## src/hdl/angle_frame_command_decoder_core_assert.svh

```systemverilog
// Assertion macros shared by the decoder modules.
// Both expect clk and rst_n in the enclosing scope.
`ifndef ANGLE_FRAME_COMMAND_DECODER_CORE_ASSERT_SVH
`define ANGLE_FRAME_COMMAND_DECODER_CORE_ASSERT_SVH

// Same-cycle implication.
`define AFCD_ASSERT_SAME(lbl, ante, cons) \
  lbl: assert property (@(posedge clk) disable iff (!rst_n) (ante) |-> (cons)) \
    else $error("afcd assertion failed");

// Next-cycle implication.
`define AFCD_ASSERT_NEXT(lbl, ante, cons) \
  lbl: assert property (@(posedge clk) disable iff (!rst_n) (ante) |=> (cons)) \
    else $error("afcd assertion failed");

`endif

```

## src/hdl/afcd_pkg.sv

```systemverilog
`timescale 1ns / 1ps

package afcd_pkg;

  localparam int unsigned WIN_LEN = 10;

  localparam logic [7:0] CH_OPEN    = 8'h3C;
  localparam logic [7:0] CH_CLOSE   = 8'h3E;
  localparam logic [7:0] CH_BIG_P   = 8'h50;
  localparam logic [7:0] CH_SMALL_P = 8'h70;
  localparam logic [7:0] CH_ONE     = 8'h31;
  localparam logic [7:0] CH_TWO     = 8'h32;
  localparam logic [7:0] CH_Q       = 8'h51;
  localparam logic [7:0] CH_S       = 8'h53;

  typedef enum logic [2:0] {
    CMD_NONE     = 3'd0,
    CMD_ONE      = 3'd1,
    CMD_TWO      = 3'd2,
    CMD_Q        = 3'd3,
    CMD_S        = 3'd4,
    CMD_SETTINGS = 3'd5
  } cmd_t;

  typedef struct packed {
    logic [15:0] setting_third;
    logic [15:0] setting_second;
    logic [15:0] setting_first;
    cmd_t        command;
  } result_t;

endpackage

```

## src/hdl/afcd_frame.sv

```systemverilog
`timescale 1ns / 1ps

module afcd_frame import afcd_pkg::*; #(
  parameter int unsigned BUFFER_LENGTH = 16
) (
  input  logic       clk,
  input  logic       rst_n,
  input  logic       in_fire,
  input  logic       req_clear,
  input  logic [7:0] rx_byte,
  output result_t    res
);

  localparam int unsigned FW = $clog2(BUFFER_LENGTH + 1);

  // A '<' always restarts at position 0 (as does a full buffer), so a '<' never sits above position 0
  // and decode only ever matches a frame starting there. Bytes past the
  // decode window are never read and are not stored.
  logic [7:0]    win_r   [WIN_LEN];
  logic [7:0]    win_nxt [WIN_LEN];
  logic [FW-1:0] fill_r, fill_nxt;
  logic [FW-1:0] pos;
  cmd_t          cmd_r, cmd_nxt;
  logic [15:0]   words_r   [3];
  logic [15:0]   words_nxt [3];

  always_comb begin
    win_nxt   = win_r;
    fill_nxt  = fill_r;
    cmd_nxt   = cmd_r;
    words_nxt = words_r;
    pos       = fill_r;
    if (in_fire) begin
      if (req_clear) begin
        for (int k = 0; k < WIN_LEN; k++) win_nxt[k] = '0;
        cmd_nxt = CMD_NONE;
      end else begin
        if (rx_byte == CH_OPEN) begin
          pos = '0;
          for (int k = 1; k < WIN_LEN; k++) win_nxt[k] = '0;
        end
        if (pos < FW'(BUFFER_LENGTH)) begin
          for (int k = 0; k < WIN_LEN; k++) begin
            if (pos == FW'(k)) win_nxt[k] = rx_byte;
          end
          fill_nxt = pos + FW'(1);
        end else begin
          for (int k = 0; k < WIN_LEN; k++) win_nxt[k] = '0;
          fill_nxt = '0;
        end
        if (win_nxt[0] == CH_OPEN) begin
          if (win_nxt[2] == CH_CLOSE) begin
            case (win_nxt[1])
              CH_ONE:  cmd_nxt = CMD_ONE;
              CH_TWO:  cmd_nxt = CMD_TWO;
              CH_Q:    cmd_nxt = CMD_Q;
              CH_S:    cmd_nxt = CMD_S;
              default: cmd_nxt = cmd_r;
            endcase
          end else if (win_nxt[9] == CH_CLOSE) begin
            if (win_nxt[1] == CH_BIG_P && win_nxt[8] == CH_SMALL_P) begin
              words_nxt[0] = {win_nxt[2], win_nxt[3]};
              words_nxt[1] = {win_nxt[4], win_nxt[5]};
              words_nxt[2] = {win_nxt[6], win_nxt[7]};
            end
            cmd_nxt = CMD_SETTINGS;
          end
        end
      end
    end
  end

  always_ff @(posedge clk) begin
    if (!rst_n) begin
      for (int k = 0; k < WIN_LEN; k++) win_r[k] <= '0;
      for (int k = 0; k < 3; k++) words_r[k] <= '0;
      fill_r <= '0;
      cmd_r  <= CMD_NONE;
    end else begin
      win_r   <= win_nxt;
      words_r <= words_nxt;
      fill_r  <= fill_nxt;
      cmd_r   <= cmd_nxt;
    end
  end

  assign res.command        = cmd_nxt;
  assign res.setting_first  = words_nxt[0];
  assign res.setting_second = words_nxt[1];
  assign res.setting_third  = words_nxt[2];

`include "angle_frame_command_decoder_core_assert.svh"

  `AFCD_ASSERT_SAME(a_fill_range, 1'b1, fill_r <= FW'(BUFFER_LENGTH))
  `AFCD_ASSERT_NEXT(a_clear_cmd, in_fire && req_clear, cmd_r == CMD_NONE && win_r[0] == 8'h00)
  `AFCD_ASSERT_SAME(a_open_at_head, 1'b1, win_r[1] != CH_OPEN && win_r[9] != CH_OPEN)

endmodule

```

## src/hdl/afcd_out_buf.sv

```systemverilog
`timescale 1ns / 1ps

module afcd_out_buf import afcd_pkg::*; (
  input  logic    clk,
  input  logic    rst_n,
  input  logic    in_valid,
  output logic    in_ready,
  input  result_t in_data,
  output logic    out_valid,
  input  logic    out_ready,
  output result_t out_data
);

  logic    main_valid_r, skid_valid_r;
  result_t main_r, skid_r;
  logic    push, pop;

  assign in_ready  = !skid_valid_r;
  assign push      = in_valid && in_ready;
  assign pop       = main_valid_r && out_ready;
  assign out_valid = main_valid_r;
  assign out_data  = main_r;

  always_ff @(posedge clk) begin
    if (!rst_n) begin
      main_valid_r <= 1'b0;
      skid_valid_r <= 1'b0;
    end else if (!main_valid_r || pop) begin
      main_valid_r <= skid_valid_r || push;
      skid_valid_r <= 1'b0;
    end else if (push) begin
      skid_valid_r <= 1'b1;
    end
  end

  always_ff @(posedge clk) begin
    if (!main_valid_r || pop) begin
      main_r <= skid_valid_r ? skid_r : in_data;
    end else if (push) begin
      skid_r <= in_data;
    end
  end

`include "angle_frame_command_decoder_core_assert.svh"

  `AFCD_ASSERT_SAME(a_skid_needs_main, skid_valid_r, main_valid_r)
  `AFCD_ASSERT_NEXT(a_stall_to_skid, push && main_valid_r && !out_ready, skid_valid_r)
  `AFCD_ASSERT_NEXT(a_skid_drain, skid_valid_r && out_ready, main_valid_r && !skid_valid_r)

endmodule

```

## src/hdl/angle_frame_command_decoder_core.sv

```systemverilog
`timescale 1ns / 1ps

// Frame command decoder for angle-bracket serial frames. Each transfer on
// the input is a received byte (in_tuser low) or a clear request (in_tuser
// high); each yields exactly one result transfer carrying the sticky command
// and the three setting words. One item can be taken every clock cycle while
// in_tready is high; its result is registered in the output buffer and
// presented from its main entry. A two-entry output buffer absorbs one
// result while the output stalls: in_tready drops only while both entries
// hold results not yet taken, and rises again the cycle after the output
// takes one.
module angle_frame_command_decoder_core import afcd_pkg::*; #(
  parameter int unsigned BUFFER_LENGTH = 16
) (
  input  logic        clk,
  input  logic        rst_n,
  input  logic        in_tvalid,
  output logic        in_tready,
  input  logic [7:0]  in_tdata,   // [7:0] rx_byte
  input  logic        in_tuser,   // [0] req_type
  output logic        out_tvalid,
  input  logic        out_tready,
  output logic [55:0] out_tdata   // [2:0] command, [18:3] setting_first,
                                  // [34:19] setting_second, [50:35] setting_third,
                                  // [55:51] zero
);

  result_t res, res_out;
  logic    in_fire;

  assign in_fire = in_tvalid && in_tready;

  afcd_frame #(
    .BUFFER_LENGTH(BUFFER_LENGTH)
  ) u_frame (
    .clk      (clk),
    .rst_n    (rst_n),
    .in_fire  (in_fire),
    .req_clear(in_tuser),
    .rx_byte  (in_tdata),
    .res      (res)
  );

  afcd_out_buf u_out_buf (
    .clk      (clk),
    .rst_n    (rst_n),
    .in_valid (in_tvalid),
    .in_ready (in_tready),
    .in_data  (res),
    .out_valid(out_tvalid),
    .out_ready(out_tready),
    .out_data (res_out)
  );

  assign out_tdata = {5'b0, res_out.setting_third, res_out.setting_second,
                      res_out.setting_first, res_out.command};

endmodule

```

## config.mk

```make
export PLATFORM = sky130hd
export DESIGN_NAME = angle_frame_command_decoder_core
export DESIGN_NICKNAME = d
export VERILOG_FILES = /design/src/hdl/afcd_pkg.sv /design/src/hdl/afcd_frame.sv /design/src/hdl/afcd_out_buf.sv /design/src/hdl/angle_frame_command_decoder_core.sv
export VERILOG_INCLUDE_DIRS = /design/src /design/src/hdl
export SDC_FILE = /design/constraint.sdc
export NUM_CORES = 1
export LEC_CHECK = 0
export BUFFER_PORTS_ARGS = -buffer_cell sky130_fd_sc_hd__buf_2
export CORE_UTILIZATION = 39
export CTS_CLUSTER_DIAMETER = 100
export DETAILED_ROUTE_END_ITERATION = 8
export PLACE_DENSITY = 0.61
export SLEW_MARGIN = 20
export SYNTH_ARGS = -nofsm -noshare
export SYNTH_HDL_FRONTEND = slang
export SYNTH_SLANG_ARGS = --single-unit
```

## constraint.sdc

```tcl
create_clock -name clk -period 10.6 [get_ports clk]
set_clock_uncertainty 0.05 [all_clocks]
set_input_delay 0.53 -clock clk [delete_from_list [all_inputs] [get_ports clk]]
set_output_delay 0.53 -clock clk [all_outputs]
set_load 0.02 [all_outputs]
```

==> out/qor.yml <==
clock_network:
  cts_resized: 0
  cts_sinks: 240
  clock_tree.htree_level_count: 1
  cts_hold_buf: 0
  cts_tree: "built"
  cts-root-buf: "clkbuf_16"
  clk_pin_slew_ns: 0.06
  clk_latency_ns: 0.53
  cts.path.max_buffers: 3
  postCtsSetupBuffers: 0
  cts_inserted_buffers: 26
drt:
  ant_nets: 0
  routed_wl_mm: 25.42
  drt-pass1-iter-count: 8
  vias: 7859
  drtIter0Drc: 695
  drcViolationCount: 1
  via_per_inst: 5.450
  wl_per_cell_um: 17.63
sta:
  hold_viol: 0
  rsz0062_at_grt: "no"
  fin_setup_tns_ns: 0
  setup_viol: 0
  period_needed_ns: 5.046
  fin_crit_sh_pct: 47.61
  slew-limit-headroom_pct: 29.17
  slew_viol_final: 0
  fmax_ghz: 0.1982
  worst_pin_slew_ns: 1.062
place:
  port_buffers: 65
  place_congestion: 0.8614
  post-dp-hpwl_mm: 15.43
  dp.cells: 1393
final_layout:
  final_cells: 1442
  area_growth_pct: 13.74
  diodes: 0
  num-fill-cells: 2591
  drive_above_1_share_pct: 16.80
  final_util_pct: 45.02
  layout.nets: 1096
yosys:
  synth-edff-count: 102
  ys_async_sr_fraction_pct: 0
  synth_cells: 1049
  seq_area_frac_synth_pct: 54.76
  ys_warn_count: 0
  ys.flop_type: "dfxtp_1"
  ys_types: 66
  syn_avg_cell_area_um2: 10.14
  synth_top_area_share_pct: 28.79
  synthTopCellsByArea: "edfxtp_1 29%, dfxtp_1 26%, nor2b_1 6.4%"
  synth_area_mm2: 0.01064
  synth_seq_cells: 240
  synth_area_leader_cell: "edfxtp_1"
die:
  num_rows: 60
  io_pins: 71
  die_y_um: 167.2
  start_util_pct: 39.58
  die-area_mm2: 0.02794
  core_mm2: 0.02688
  die_w_um: 167.2
grt:
  met2_usage_pct: 29.56
  track_usage_pct: 18.02
  grt.busiest_layer: "met2"
  gr-usage-met1_pct: 25.01
  overflow: 0
  use_met3_pct: 2.718
  grt_pass1_wl_mm: 41.21
  antenna_found_initial: 0
  grt_max_degree: 124
  grt_pass1_vias: 7594
setup_path:
  r2r_slack_ns: 6.50
  cp_data_arrival_time_ns: 5.28
  crit_fanout: 67
  rr_worst_depth: 10
  cp-endpoint: "u_out_buf.out_data[11]"
  worstSetupStartpointType: "primary input"
  r2r_start: "u_frame.fill_r[4]"
  rr_endpoint: "u_out_buf.out_data[11]"
  end_kind: "register"
  cp-startpoint: "in_tdata[5]"
  critical_path_class: "primary input to register"
  crit_required_ns: 10.83
power_and_ir_drop:
  vdd_drop_max_uv: 105.3
  total_leakage_power_nw: 4.634
  power_w: 0.002038
  power_density_mw_per_mm2: 168.4
run_status:
  outcome: "finished with violations"
  violations: "DRC"
flow_run:
  drv_cap: 0
worst_hold_path:
  min_path_type: "primary input to register"
cell families (layout without fill, tap and decap cells):
group	Yosys count	in the layout	share of synthesized area [%]
flops	240	240	54.76
buf+inv	118	166	4.846
xor+xnor	2	2	0.1647
fa+ha+maj	2	2	0.2352
other cells	1	5	0.03525
compound gates	271	271	17.05
simple gates	387	387	20.02
mux	28	28	2.882
worst max-delay path, cell delays in order:
cell and delay, ns:
buf_2 0.38, nor4b_4 0.39, nand2_1 0.60, nand2_1 0.29, inv_1 0.07, ha_1 0.29
or3b_2 0.29, nand2_1 0.07, o22ai_1 0.26, o21ai_0 0.38, o2111ai_4 0.29, buf_4 0.35
buf_16 0.32, mux2_2 0.40, mux2_2 0.27
per-stage QoR:
| stage | setup WS, ns | cell area [um^2] | hold WS, ns |
|---|---|---|---|
| after floorplan | 5.993 | 10650 | 0.3910 |
| after global placement | 4.988 | 11140 | 0.4031 |
| after detailed placement | 4.836 | 11150 | 0.4123 |
| after CTS | 5.397 | 12070 | 0.3209 |
| after global routing | 5.215 | 12100 | 0.3378 |
| final | 5.554 | 12100 | 0.3365 |
metal layers:
| layer | vias to the layer above | wire [um] |
|---|---|---|
| li1 | 3829 | - |
| met1 | 3779 | 11810 |
| met2 | 209 | 11880 |
| met3 | 42 | 1295 |
| met4 | 0 | 432 |
| met5 | - | 0 |
power breakdown:
group	switching, W	internal (W)	total [W]
logic	0.0000781	0.0000303	0.000108
registers	0.00000719	0.000981	0.000988
clock network	0.000364	0.000577	0.000941
total	0.000450	0.00159	0.00204
synth_stat cells, drive strengths merged, types with 24 or more instances:
cell type  count
dfxtp        138
nor3          51
edfxtp       102
a21oi         84
nand2         87
a22oi         68
inv           41
nor2          39
and2          24
o21ai         52
nor2b        108
clkbuf        58
worst min-delay path by stage:
stage	startpoint	end	slack (ns)	cells after the start
6_report	rst_n	u_frame.words_r[35]	0.34	2
5_1_grt	rst_n	u_frame.words_r[35]	0.34	2
4_1_cts	rst_n	u_frame.words_r[35]	0.32	2
3_5_place_dp	u_frame.win_r[14]	u_frame.win_r[14]	0.41	2
3_3_place_gp	u_frame.win_r[14]	u_frame.win_r[14]	0.40	2
2_1_floorplan	u_frame.win_r[14]	u_frame.win_r[14]	0.39	2
placed cells by master (no fill, tap or decap), types with 3 or more instances in the layout:
| cell type | instances |
|---|---|
| dfxtp_1 | 137 |
| nor2b_1 | 108 |
| edfxtp_1 | 102 |
| nand2_1 | 87 |
| a22oi_1 | 68 |
| buf_2 | 65 |
| a21oi_1 | 64 |
| nor3_1 | 46 |
| inv_1 | 41 |
| nor2_1 | 36 |
| clkbuf_16 | 29 |
| o21ai_0 | 26 |
| o21ai_1 | 25 |
| and2_1 | 24 |
| nand3_1 | 22 |
| and3_1 | 21 |
| mux2_2 | 21 |
| a21oi_2 | 20 |
| a21o_1 | 16 |
| a31oi_1 | 15 |
| buf_4 | 11 |
| mux2i_1 | 7 |
| a21boi_0 | 6 |
| nor3_2 | 5 |
| o22ai_1 | 5 |
| conb_1 | 5 |
| clkbuf_8 | 5 |
| clkinv_2 | 5 |
| nor3b_1 | 4 |
| nand4b_1 | 3 |
| nand2b_1 | 3 |
| nor4_1 | 3 |
| nand3b_1 | 3 |
| a2bb2oi_1 | 3 |
| nand4_1 | 3 |
| a32oi_1 | 3 |
| clkbuf_1 | 3 |
registers in the layout (all words and copies together) (netlist names):
register,flops
u_frame.fill_r,5
u_out_buf.out_data,51
u_out_buf.skid_r,51
u_frame.cmd_r,3
u_out_buf.out_valid,1
u_out_buf.skid_valid_r,1
u_frame.words_r,48
u_frame.win_r,80
area by class of cell:
type | instances | area, um^2 | area share [%]
clock buffers | 37 | 805.8 | 6.660
repair buffers | 77 | 435.4 | 3.599
well taps | 341 | 426.7 | 3.526
flip-flops and latches | 240 | 5827 | 48.16
clock inverters | 11 | 108.9 | 0.8997
multi-input cells | 695 | 4342 | 35.88
inverters | 41 | 153.9 | 1.272
Power figures use the tool's default switching activity.
